### src/design/nwsp_pkg.sv
// Shared types, constants and tables for the wind/temperature sentence parser.
`timescale 1ns / 1ps
`default_nettype none

package nwsp_pkg;

    typedef enum logic [1:0] {
        KIND_UNKNOWN = 2'd0,
        KIND_WIND    = 2'd1,
        KIND_TEMP    = 2'd2
    } t_kind;

    // State of the field being closed, as the number parser sees it.
    typedef struct packed {
        logic        digit;
        logic        malformed;
        logic        negative;
        logic [1:0]  frac;
        logic [19:0] mag;
    } t_field_status;

    localparam logic [19:0] VALUE_LIMIT   = 20'd999999;
    localparam logic [2:0]  HEADER_LEN    = 3'd6;
    localparam logic [7:0]  DELIM_DEFAULT = 8'd44;

    localparam logic [7:0] CHAR_ZERO  = 8'h30;
    localparam logic [7:0] CHAR_NINE  = 8'h39;
    localparam logic [7:0] CHAR_POINT = 8'h2E;
    localparam logic [7:0] CHAR_MINUS = 8'h2D;
    localparam logic [7:0] CHAR_PLUS  = 8'h2B;

    function automatic logic [7:0] wind_char(input logic [2:0] pos);
        case (pos)
            3'd0:    wind_char = 8'h24; // $
            3'd1:    wind_char = 8'h49; // I
            3'd2:    wind_char = 8'h49; // I
            3'd3:    wind_char = 8'h4D; // M
            3'd4:    wind_char = 8'h57; // W
            3'd5:    wind_char = 8'h56; // V
            default: wind_char = 8'h00;
        endcase
    endfunction

    function automatic logic [7:0] temp_char(input logic [2:0] pos);
        case (pos)
            3'd0:    temp_char = 8'h24; // $
            3'd1:    temp_char = 8'h57; // W
            3'd2:    temp_char = 8'h49; // I
            3'd3:    temp_char = 8'h58; // X
            3'd4:    temp_char = 8'h44; // D
            3'd5:    temp_char = 8'h52; // R
            default: temp_char = 8'h00;
        endcase
    endfunction

    function automatic logic [9:0] pow10(input logic [1:0] k);
        unique case (k)
            2'd0: pow10 = 10'd1;
            2'd1: pow10 = 10'd10;
            2'd2: pow10 = 10'd100;
            2'd3: pow10 = 10'd1000;
        endcase
    endfunction

endpackage

`default_nettype wire

### src/design/nwsp_header_match.sv
// Header matcher: compares the first six characters against both headers.
`timescale 1ns / 1ps
`default_nettype none

module nwsp_header_match (
    input  wire logic          i_clk,
    input  wire logic          i_rst_n,
    input  wire logic          i_adv,
    input  wire logic [7:0]    i_char,
    input  wire logic          i_last,
    output nwsp_pkg::t_kind    o_kind
);
    import nwsp_pkg::*;

    logic [2:0] r_pos, n_pos;
    logic [1:0] r_cand, n_cand;
    t_kind      r_kind, n_kind;

    always_comb begin
        n_pos  = r_pos;
        n_cand = r_cand;
        n_kind = r_kind;
        if (r_pos < HEADER_LEN) begin
            n_cand = r_cand & {i_char == temp_char(r_pos), i_char == wind_char(r_pos)};
            n_pos  = r_pos + 3'd1;
            if (n_pos == HEADER_LEN) begin
                priority if (n_cand[0]) n_kind = KIND_WIND;
                else if (n_cand[1])     n_kind = KIND_TEMP;
                else                    n_kind = KIND_UNKNOWN;
            end
        end
    end

    // Kind after this character; unknown until the header is complete.
    assign o_kind = n_kind;

    always_ff @(posedge i_clk) begin
        if (!i_rst_n) begin
            r_pos  <= 3'd0;
            r_cand <= 2'b11;
            r_kind <= KIND_UNKNOWN;
        end else if (i_adv) begin
            if (i_last) begin
                r_pos  <= 3'd0;
                r_cand <= 2'b11;
                r_kind <= KIND_UNKNOWN;
            end else begin
                r_pos  <= n_pos;
                r_cand <= n_cand;
                r_kind <= n_kind;
            end
        end
    end

endmodule

`default_nettype wire

### src/design/nwsp_number_field.sv
// Decimal field parser: sign, digits, point and saturating magnitude.
`timescale 1ns / 1ps
`default_nettype none

module nwsp_number_field #(
    parameter int FRACTION_DIGITS = 2
) (
    input  wire logic                  i_clk,
    input  wire logic                  i_rst_n,
    input  wire logic                  i_adv,
    input  wire logic [7:0]            i_char,
    input  wire logic                  i_delim,
    input  wire logic                  i_last,
    output nwsp_pkg::t_field_status    o_field
);
    import nwsp_pkg::*;

    localparam logic [1:0] FRAC_MAX = 2'(FRACTION_DIGITS);

    logic [19:0] r_mag;
    logic [1:0]  r_frac;
    logic        r_neg, r_point, r_digit, r_nonempty, r_malformed;

    t_field_status cur, post;
    logic          n_point, n_nonempty;
    logic          is_digit;
    logic [3:0]    digit_val;
    logic [23:0]   pushed;
    logic          take_digit;

    assign is_digit  = (i_char >= CHAR_ZERO) && (i_char <= CHAR_NINE);
    assign digit_val = 4'(i_char - CHAR_ZERO);
    assign pushed    = {1'b0, r_mag, 3'b000} + {3'b000, r_mag, 1'b0} + {20'd0, digit_val};
    assign take_digit = is_digit && (!r_point || (r_frac < FRAC_MAX));

    always_comb begin
        cur.digit     = r_digit;
        cur.malformed = r_malformed;
        cur.negative  = r_neg;
        cur.frac      = r_frac;
        cur.mag       = r_mag;

        post       = cur;
        n_point    = r_point;
        n_nonempty = 1'b1;
        priority if (is_digit) begin
            if (take_digit) begin
                post.mag = (pushed > {4'd0, VALUE_LIMIT}) ? VALUE_LIMIT : pushed[19:0];
                if (r_point) post.frac = r_frac + 2'd1;
            end
            post.digit = 1'b1;
        end else if (i_char == CHAR_POINT) begin
            if (r_point) post.malformed = 1'b1;
            n_point = 1'b1;
        end else if ((i_char == CHAR_MINUS || i_char == CHAR_PLUS) && !r_nonempty) begin
            post.negative = (i_char == CHAR_MINUS);
        end else begin
            post.malformed = 1'b1;
        end
    end

    // A delimiter closes the field as it stood before it.
    assign o_field = i_delim ? cur : post;

    always_ff @(posedge i_clk) begin
        if (!i_rst_n) begin
            r_mag       <= 20'd0;
            r_frac      <= 2'd0;
            r_neg       <= 1'b0;
            r_point     <= 1'b0;
            r_digit     <= 1'b0;
            r_nonempty  <= 1'b0;
            r_malformed <= 1'b0;
        end else if (i_adv) begin
            if (i_delim || i_last) begin
                r_mag       <= 20'd0;
                r_frac      <= 2'd0;
                r_neg       <= 1'b0;
                r_point     <= 1'b0;
                r_digit     <= 1'b0;
                r_nonempty  <= 1'b0;
                r_malformed <= 1'b0;
            end else begin
                r_mag       <= post.mag;
                r_frac      <= post.frac;
                r_neg       <= post.negative;
                r_point     <= n_point;
                r_digit     <= post.digit;
                r_nonempty  <= n_nonempty;
                r_malformed <= post.malformed;
            end
        end
    end

endmodule

`default_nettype wire

### src/design/nwsp_field_scale.sv
// Fixed-point conversion of a closed field: pad missing fraction digits, saturate, sign.
`timescale 1ns / 1ps
`default_nettype none

module nwsp_field_scale #(
    parameter int FRACTION_DIGITS = 2
) (
    input  nwsp_pkg::t_field_status i_field,
    output logic [20:0]             o_value
);
    import nwsp_pkg::*;

    localparam logic [1:0] FRAC_MAX = 2'(FRACTION_DIGITS);

    logic [1:0]  pad;
    logic [29:0] product;
    logic [19:0] mag_sat;

    assign pad     = FRAC_MAX - i_field.frac;
    assign product = 30'(i_field.mag) * 30'(pow10(pad));
    assign mag_sat = (product > 30'(VALUE_LIMIT)) ? VALUE_LIMIT : product[19:0];
    assign o_value = i_field.negative ? (21'd0 - {1'b0, mag_sat}) : {1'b0, mag_sat};

endmodule

`default_nettype wire

### src/design/nmea_wind_sentence_parser_top.sv
// Top level of the wind/temperature sentence parser.
// A result is loaded from the input register into the result register when the final character advances.
// Throughput: one character per cycle; the input register and the result register
// overlap, and a final character waits only while the previous result is stalled.
// Reset (synchronous, active low) clears the parser state, the held values and
// restores the comma delimiter.
`timescale 1ns / 1ps
`default_nettype none

module nmea_wind_sentence_parser_top #(
    parameter int FRACTION_DIGITS = 2
) (
    input  wire logic        i_clk,
    input  wire logic        i_rst_n,
    input  wire logic        i_s_axis_tvalid,
    output logic             o_s_axis_tready,
    input  wire logic [7:0]  i_s_axis_tdata,  // [7:0] char_code
    input  wire logic        i_s_axis_tlast,  // end_of_sentence
    output logic             o_m_axis_tvalid,
    input  wire logic        i_m_axis_tready,
    // [20:0] wind_direction, [41:21] wind_speed, [62:42] air_temperature, [63] field_error
    output logic [63:0]      o_m_axis_tdata,
    output logic [1:0]       o_m_axis_tuser,  // [1:0] sentence_kind
    input  wire logic        i_cfg_valid,
    output logic             o_cfg_ready,
    input  wire logic [7:0]  i_cfg_data       // field_delimiter
);
    import nwsp_pkg::*;

    typedef enum logic [1:0] {
        TGT_NONE  = 2'd0,
        TGT_DIR   = 2'd1,
        TGT_SPEED = 2'd2,
        TGT_TEMP  = 2'd3
    } t_target;

    function automatic t_target field_target(input t_kind kind, input logic [2:0] idx);
        field_target = TGT_NONE;
        if (kind == KIND_WIND && idx == 3'd1) field_target = TGT_DIR;
        if (kind == KIND_WIND && idx == 3'd3) field_target = TGT_SPEED;
        if (kind == KIND_TEMP && idx == 3'd2) field_target = TGT_TEMP;
    endfunction

    logic [7:0]  r_delim;
    logic        r_in_valid;
    logic [7:0]  r_in_char;
    logic        r_in_last;
    logic [2:0]  r_field_idx, n_field_idx;
    logic        r_err, n_err;
    logic [20:0] r_dir, n_dir, r_speed, n_speed, r_temp, n_temp;
    logic        r_out_valid;
    logic [63:0] r_out_data;
    logic [1:0]  r_out_kind;

    logic          adv, is_delim, closing, bad;
    t_kind         kind;
    t_field_status field;
    logic [20:0]   value;
    t_target       tgt_cur, tgt_next;

    assign adv      = r_in_valid && (!r_in_last || !r_out_valid || i_m_axis_tready);
    assign is_delim = (r_in_char == r_delim);
    assign closing  = is_delim || r_in_last;

    nwsp_header_match u_header (
        .i_clk   (i_clk),
        .i_rst_n (i_rst_n),
        .i_adv   (adv),
        .i_char  (r_in_char),
        .i_last  (r_in_last),
        .o_kind  (kind)
    );

    nwsp_number_field #(.FRACTION_DIGITS(FRACTION_DIGITS)) u_field (
        .i_clk   (i_clk),
        .i_rst_n (i_rst_n),
        .i_adv   (adv),
        .i_char  (r_in_char),
        .i_delim (is_delim),
        .i_last  (r_in_last),
        .o_field (field)
    );

    nwsp_field_scale #(.FRACTION_DIGITS(FRACTION_DIGITS)) u_scale (
        .i_field (field),
        .o_value (value)
    );

    always_comb begin
        n_field_idx = r_field_idx;
        if (is_delim && r_field_idx != 3'd7) n_field_idx = r_field_idx + 3'd1;
        tgt_cur  = field_target(kind, r_field_idx);
        tgt_next = field_target(kind, n_field_idx);
        bad      = field.malformed || !field.digit;

        n_err   = r_err;
        n_dir   = r_dir;
        n_speed = r_speed;
        n_temp  = r_temp;
        if (closing && tgt_cur != TGT_NONE) begin
            if (bad) begin
                n_err = 1'b1;
            end else begin
                unique case (tgt_cur)
                    TGT_NONE:  ;
                    TGT_DIR:   n_dir   = value;
                    TGT_SPEED: n_speed = value;
                    TGT_TEMP:  n_temp  = value;
                endcase
            end
        end
        // Ending on a delimiter leaves an empty field behind it.
        if (is_delim && r_in_last && tgt_next != TGT_NONE) n_err = 1'b1;
    end

    always_ff @(posedge i_clk) begin
        if (!i_rst_n) begin
            r_delim     <= DELIM_DEFAULT;
            r_in_valid  <= 1'b0;
            r_field_idx <= 3'd0;
            r_err       <= 1'b0;
            r_dir       <= 21'd0;
            r_speed     <= 21'd0;
            r_temp      <= 21'd0;
            r_out_valid <= 1'b0;
        end else begin
            if (i_cfg_valid) r_delim <= i_cfg_data;

            if (o_s_axis_tready) r_in_valid <= i_s_axis_tvalid;

            if (i_m_axis_tready) r_out_valid <= 1'b0;

            if (adv) begin
                r_dir   <= n_dir;
                r_speed <= n_speed;
                r_temp  <= n_temp;
                if (r_in_last) begin
                    r_field_idx <= 3'd0;
                    r_err       <= 1'b0;
                    r_out_valid <= 1'b1;
                end else begin
                    r_field_idx <= n_field_idx;
                    r_err       <= n_err;
                end
            end
        end
    end

    // Payload registers: no reset needed.
    always_ff @(posedge i_clk) begin
        if (o_s_axis_tready && i_s_axis_tvalid) begin
            r_in_char <= i_s_axis_tdata;
            r_in_last <= i_s_axis_tlast;
        end
        if (adv && r_in_last) begin
            r_out_data <= {n_err, n_temp, n_speed, n_dir};
            r_out_kind <= kind;
        end
    end

    assign o_s_axis_tready = !r_in_valid || adv;
    assign o_m_axis_tvalid = r_out_valid;
    assign o_m_axis_tdata  = r_out_data;
    assign o_m_axis_tuser  = r_out_kind;
    assign o_cfg_ready     = 1'b1;

endmodule

`default_nettype wire

### config.mk
export PLATFORM = sky130hd
export DESIGN_NAME = nmea_wind_sentence_parser_top
export DESIGN_NICKNAME = d
export VERILOG_FILES = /design/src/design/nwsp_pkg.sv /design/src/design/nwsp_header_match.sv /design/src/design/nwsp_number_field.sv /design/src/design/nwsp_field_scale.sv /design/src/design/nmea_wind_sentence_parser_top.sv
export SDC_FILE = /design/constraint.sdc
export NUM_CORES = 1
export LEC_CHECK = 0
export BUFFER_PORTS_ARGS = -buffer_cell sky130_fd_sc_hd__buf_4
export CAP_MARGIN = 25
export CORE_UTILIZATION = 45
export DETAILED_ROUTE_END_ITERATION = 12
export GPL_TIMING_DRIVEN = 0
export HOLD_SLACK_MARGIN = 0.15
export SYNTH_ARGS = -nofsm -noshare
export SYNTH_HDL_FRONTEND = slang
export SYNTH_SLANG_ARGS = --single-unit
### constraint.sdc
create_clock -name i_clk -period 19.03 [get_ports i_clk]
set_clock_uncertainty 0.2 [all_clocks]
set_input_delay 0.9515 -clock i_clk [delete_from_list [all_inputs] [get_ports i_clk]]
set_output_delay 0.9515 -clock i_clk [all_outputs]
set_load 0.005 [all_outputs]
# Word-level counts from Yosys, hierarchy flattened
# Index checks and enable logic that the tools add are counted.
# op_classes
n_addsub	8
n_mul	1
magnitude_cmp	6
n_eq_ne	28
mux	61
bitwise	1
n_reduce_logical	38
# ops
operator	count
21-bit 2-to-1 mux	10
20-bit 2-to-1 mux	3
22-bit 2-to-1 mux	2
7-bit case mux with 6 select lines	1
10-bit case mux with 4 select lines	1
7-bit case mux with 5 select lines	1
30-bit by 20-bit greater-than comparator with 1-bit output, second input constant	1
20-bit by 10-bit multiplier with 30-bit output	1
2-bit 2-to-1 mux	14
25-bit 2-to-1 mux	1
23-bit by 21-bit adder with 24-bit output	1
24-bit by 4-bit adder with 24-bit output	1
8-bit by 6-bit == test with 1-bit output, second input constant	3
8-bit == test	3
24-bit by 20-bit greater-than comparator with 1-bit output, second input constant	1
1-bit 2-to-1 mux	22
1-bit by 20-bit subtractor with 21-bit output, first input constant	1
3-bit by 2-bit == test with 1-bit output, second input constant	6
1-bit logical AND	16
8-bit 2-to-1 mux	2
3-bit 2-to-1 mux	4
2-bit == test, second input constant	5
3-bit by 1-bit == test with 1-bit output, second input constant	3
3-bit == test, second input constant	3
20 further kinds	37
# totals
register_bits	186
output_inout_bits	69
wordCells	165

# Longest topological paths before layout
# logic_depth
word_depth	20
mapped_depth	46
ltp_nobuf	43

# Modules after synthesis
# From an unflattened synthesis, not the netlist that was laid out.
# hier_totals
hier_cells	1826
hier_area_um2	17111.4
# by_module_without_submodules
mod	n_inst	cells_each	area_each_um2	seq_area_each_um2
nwsp_field_scale	1	876	7095.6	0.0
nmea_wind_sentence_parser_top	1	472	6318.6	3793.6
nwsp_number_field	1	379	2912.8	540.5
nwsp_header_match	1	99	784.5	140.1

# Worst setup path after synthesis
# Ideal clock, no wire load.
# synth_path
path_kind	reg2reg
startpoint	register r_in_char[3]
endpoint	register r_out_data[39] (netlist: o_m_axis_tdata[39]), data pin
arrival_time_ps	11775
required_time_ps	18570
slack_ps	6795
stages_incl_launch_ff	44
path_buffers	3
synth_period_minus_slack_ps	12235
path_cell_list	edfxtp_1 -> fa_1 -> fa_1 -> a21o_1 -> a221o_1 -> a211oi_2 -> o21ai_0 -> xnor2_1 -> a2111o_1 -> o311ai_2 -> buf_2 -> o22a_1 -> buf_2 -> nand2_1 -> fa_1 -> inv_1 -> fa_1 -> inv_1 -> (+8 left out) -> a21oi_1 -> a21oi_2 -> xor2_1 -> a21boi_0 -> nand4_1 -> a2111oi_4 -> nand2_2 -> buf_6 -> a21oi_1 -> ha_1 -> nand3_1 -> or3b_2 -> nor4_1 -> nand3_1 -> or2_2 -> o21ai_0 -> a311oi_2 -> mux2_2
# synth_between
elab_chain_len	17
# synth_rtl
item	line_no	source
start, declared	nmea_wind_sentence_parser_top.sv:46	logic [7:0] r_in_char;
start signal, assigned	nmea_wind_sentence_parser_top.sv:152	r_in_char <= i_s_axis_tdata;
branches (longest 16 deep; another with 20-bit by 10-bit multiplier with 30-bit output)	n/a	
21-bit 2-to-1 mux *	nmea_wind_sentence_parser_top.sv:100	if (closing && tgt_cur != TGT_NONE) begin
named net n_speed[18]	nmea_wind_sentence_parser_top.sv:50	logic [20:0] r_dir, n_dir, r_speed, n_speed, r_temp, n_temp;
end signal, assigned	nmea_wind_sentence_parser_top.sv:156	r_out_data <= {n_err, n_temp, n_speed, n_dir};
end, declared	nmea_wind_sentence_parser_top.sv:52	logic [63:0] r_out_data;
# Mark *: on every way through the listed nets, which the timed path passes. The select of a mux whose other input is x is not followed.
# A chain may end at the register's enable or synchronous reset.

# Worst setup path after layout
# layout_path
startpoint	register r_in_char[3]
endpoint	register r_out_data[62] (netlist: o_m_axis_tdata[62]), data pin
# layout_between
elab_chain_len	17
# layout_rtl
item	line_no
branches (longest 16 deep; another with 20-bit by 10-bit multiplier with 30-bit output)	n/a
21-bit 2-to-1 mux *	nmea_wind_sentence_parser_top.sv:100
named net n_temp[20]	nmea_wind_sentence_parser_top.sv:50
# Marked as above.

==> run_results.csv <==
group,metric,value,unit
yosys,syn-num-nets,2183,
yosys,synth_top_family_by_area,"adder cells",
placed_design,gp_congestion,0.900,
floorplanning,fp.coreArea,0.0359,mm^2
clock_tree,root_buffer,"clkbuf_16",
clock_tree,cts_hold_buf,0,
timing,tns,0,ps
timing,worst_pin_slew,1110,ps
timing,timing.hold.ws,255,ps
floorplanning,fp.dieH,194,um
power_and_ir_drop,leakagePower,8.23,nW
yosys,netlist_instances,1897,
yosys,synthTopCellsByCount,"286 x nand2_1, 168 x inv_1, 147 x ha_1",
yosys,yosysUniqueCellTypes,101,
yosys,ys.flop_type,"dfxtp_1",
clock_tree,clock_path_buffers,2,
power_and_ir_drop,power_density,48.3,mW/mm^2
timing,setup_viol_count_final,0,
clock_tree,clk_pin_slew,70,ps
worst_hold_path,hold_class,"register to register",
placed_design,place_inst,2455,
route,wl_per_cell,18.2,um
floorplanning,rows,69,
global_routing,grt_max_degree,48,
yosys,synth_edf_count,75,
clock_tree,clock-sinks,186,
yosys,synth_warnings,0,
placed_design,hpwl,36.4,mm
route,dr.pass1.iters,6,
clock_tree,ctsHtreeMaxLevel,4,
route,postRouteAntennaNets,0,
finish,fillers,3452,
setup_path,worstSetupPathType,"register to register",
clock_tree,cts_made_buffers,17,
clock_tree,tritoncts,"yes",
yosys,syn_area,0.0166,mm^2
finish,syn_to_final_growth,11.4,%
yosys,synth_area_per_cell,8.73,um^2
setup_path,crit_path_max_fanout,10,
yosys,synthMuxAreaShare,0.0154,
finish,instances_no_fill,2487,
route,drc,0,
flow_run,maxCapViolCount,0,
yosys,synthAdderAreaFrac,0.253,
timing,period_share,0.791,
setup_path,rrSetupSlack,3980,ps
yosys,synth_xor_area_frac,0.0295,
route,drt_iter0_markers,940,
route,vias_per_cell,5.63,
clock_tree,insertion_delay,450,ps
setup_path,cpPeakStageDelay,740,ps
placed_design,port_buffers,87,
timing,fin_crit,15050,ps
route,drt_wl_total,45.3,mm
yosys,synth-seq-cells,186,
yosys,yosys.area_share.simple,0.171,
timing,final_hold_viol_count,0,
floorplanning,initial_core_util,0.461,
setup_path,cp_common_cell,"fa_1",
floorplanning,die_w,194,um
global_routing,track_usage,0.247,
clock_tree,ctsResizeCount,0,
yosys,synth.area.top_cells,"fa_1 14%, edfxtp_1 14%, dfxtp_1 13%",
floorplanning,io_pins,91,
setup_path,endpoint_kind,"register",
yosys,yosysTopAreaCell,"fa_1",
yosys,synth_compound_area_frac,0.196,
timing,max_freq,66.4,MHz
yosys,post-synth-top-count-cell,"nand2_1",
setup_path,crit_required,19020,ps
global_routing,grt_pass1_wl,74.3,mm
clock_tree,post-cts-setup-buffers,0,
timing,drv_slew,0,
global_routing,grt-ovfl-total,0,
global_routing,antenna_found_initial,0,
outcome,status,"finished clean",
timing,rsz0062_at_grt,"no",
yosys,synth_top_area_share,0.141,
setup_path,arrival,15050,ps
route,vias,14000,
yosys,synth_async_sr_flop_share,0,
global_routing,grt_pass1_vias,13600,
setup_path,cp_slowest_cell,"a21oi_1",
setup_path,start_kind,"register",
timing,max_slew_margin,0.237,
finish,diodes,0,
finish,finalNetCount,2299,
yosys,yosysSeqAreaShare,0.270,
power_and_ir_drop,irDropWorstVdd,61.3,uV
floorplanning,dieArea,0.0376,mm^2
finish,final_layout_size_suffix_gt1_frac,0.108,
cell type report:
cell class / instances / area, um^2 / share of cell area
Clock inverter: 14 / 154 / 0.00834
Buffer: 91 / 432 / 0.0234
Timing Repair Buffer: 97 / 733 / 0.0397
Multi-Input combinational cell: 1450 / 11000 / 0.597
Sequential cell: 186 / 4470 / 0.243
Inverter: 170 / 638 / 0.0346
Tap cell: 461 / 577 / 0.0313
Clock buffer: 18 / 429 / 0.0233
routing by layer:
layer,up-vias,track usage,part of all wire
met3,46,0.0266,0.046
li1,6820,-,-
met4,0,0.0520,0.014
met2,325,0.419,0.47
met5,-,0,0
met1,6817,0.339,0.47
cell usage in the layout, fill, tap and decap left out, types with 10 or more instances in the layout:
| cell type | count |
|---|---|
| a21boi_0 | 12 |
| a21oi_1 | 140 |
| buf_4 | 99 |
| nand2_1 | 286 |
| edfxtp_1 | 75 |
| mux2i_1 | 12 |
| nor2_1 | 112 |
| a31oi_1 | 16 |
| nand3_1 | 43 |
| or3_1 | 14 |
| nand4_1 | 14 |
| buf_2 | 13 |
| fa_1 | 117 |
| ha_1 | 147 |
| mux2_2 | 12 |
| o21a_1 | 10 |
| nor2b_1 | 12 |
| a211oi_1 | 12 |
| o211ai_1 | 10 |
| a21o_1 | 27 |
| o21ai_0 | 132 |
| and2_1 | 54 |
| xor2_1 | 20 |
| clkbuf_16 | 17 |
| xnor2_1 | 34 |
| inv_1 | 167 |
| o21ai_1 | 18 |
| dfxtp_1 | 111 |
| clkbuf_1 | 66 |
| nor3_1 | 22 |
sequential cells by signal, indices dropped and copies added, names as in the netlist, 2 cells and up:
signal	count
u_field.r_frac	2
u_header.r_kind	2
u_header.r_pos	3
u_field.r_mag	20
u_header.r_cand	2
r_field_idx	3
r_speed	21
r_temp	21
r_in_char	8
r_delim	8
o_m_axis_tdata	64
o_m_axis_tuser	2
r_dir	21
stage by stage:
stage | area, um^2 | setup WS, ps | total power [mW] | utilization
after floorplan | 16600 | 6800 | 0.509 | -
after global placement | 17800 | 3850 | 0.548 | 0.495
after detailed placement | 17900 | 4020 | 0.549 | 0.497
after CTS | 18500 | 3980 | 0.897 | 0.514
after global routing | 18500 | 3050 | 0.924 | 0.514
final | 18500 | 3980 | 0.892 | 0.514
logic make-up (layout without fill, tap and decap cells):
kind of cell / after synthesis / count (layout)
flip-flops: 186 / 186
multiplexers: 24 / 24
XOR/XNOR: 55 / 55
adder cells (fa/ha/maj): 264 / 264
AO/OA/AOI/OAI: 493 / 493
other: 1 / 1
AND/OR/NAND/NOR: 613 / 613
buffers and inverters: 261 / 390
critical path: cells and delay by family, from the launching register on:
family	cells	cell delay (ps)
flops	1	480
fa+ha+maj	9	4300
simple gates	11	2830
buf+inv	5	530
compound gates	13	5360
xor+xnor	2	610
mux	1	450
where the power goes:
group / internal, mW / switching [mW]
sequential: 0.419 / 0.00364
combinational: 0.0403 / 0.0784
clock: 0.176 / 0.175
total: 0.635 / 0.257
final timing paths:
path                      from                 end  cells past startpoint
setup reg to reg  r_in_char[3]  o_m_axis_tdata[62]                     41
setup / recovery  r_in_char[3]  o_m_axis_tdata[62]                     41
hold / removal      r_temp[20]          r_temp[20]                      2
hold reg to reg     r_temp[20]          r_temp[20]                      2
No activity file was read; power rests on OpenSTA's default activity.
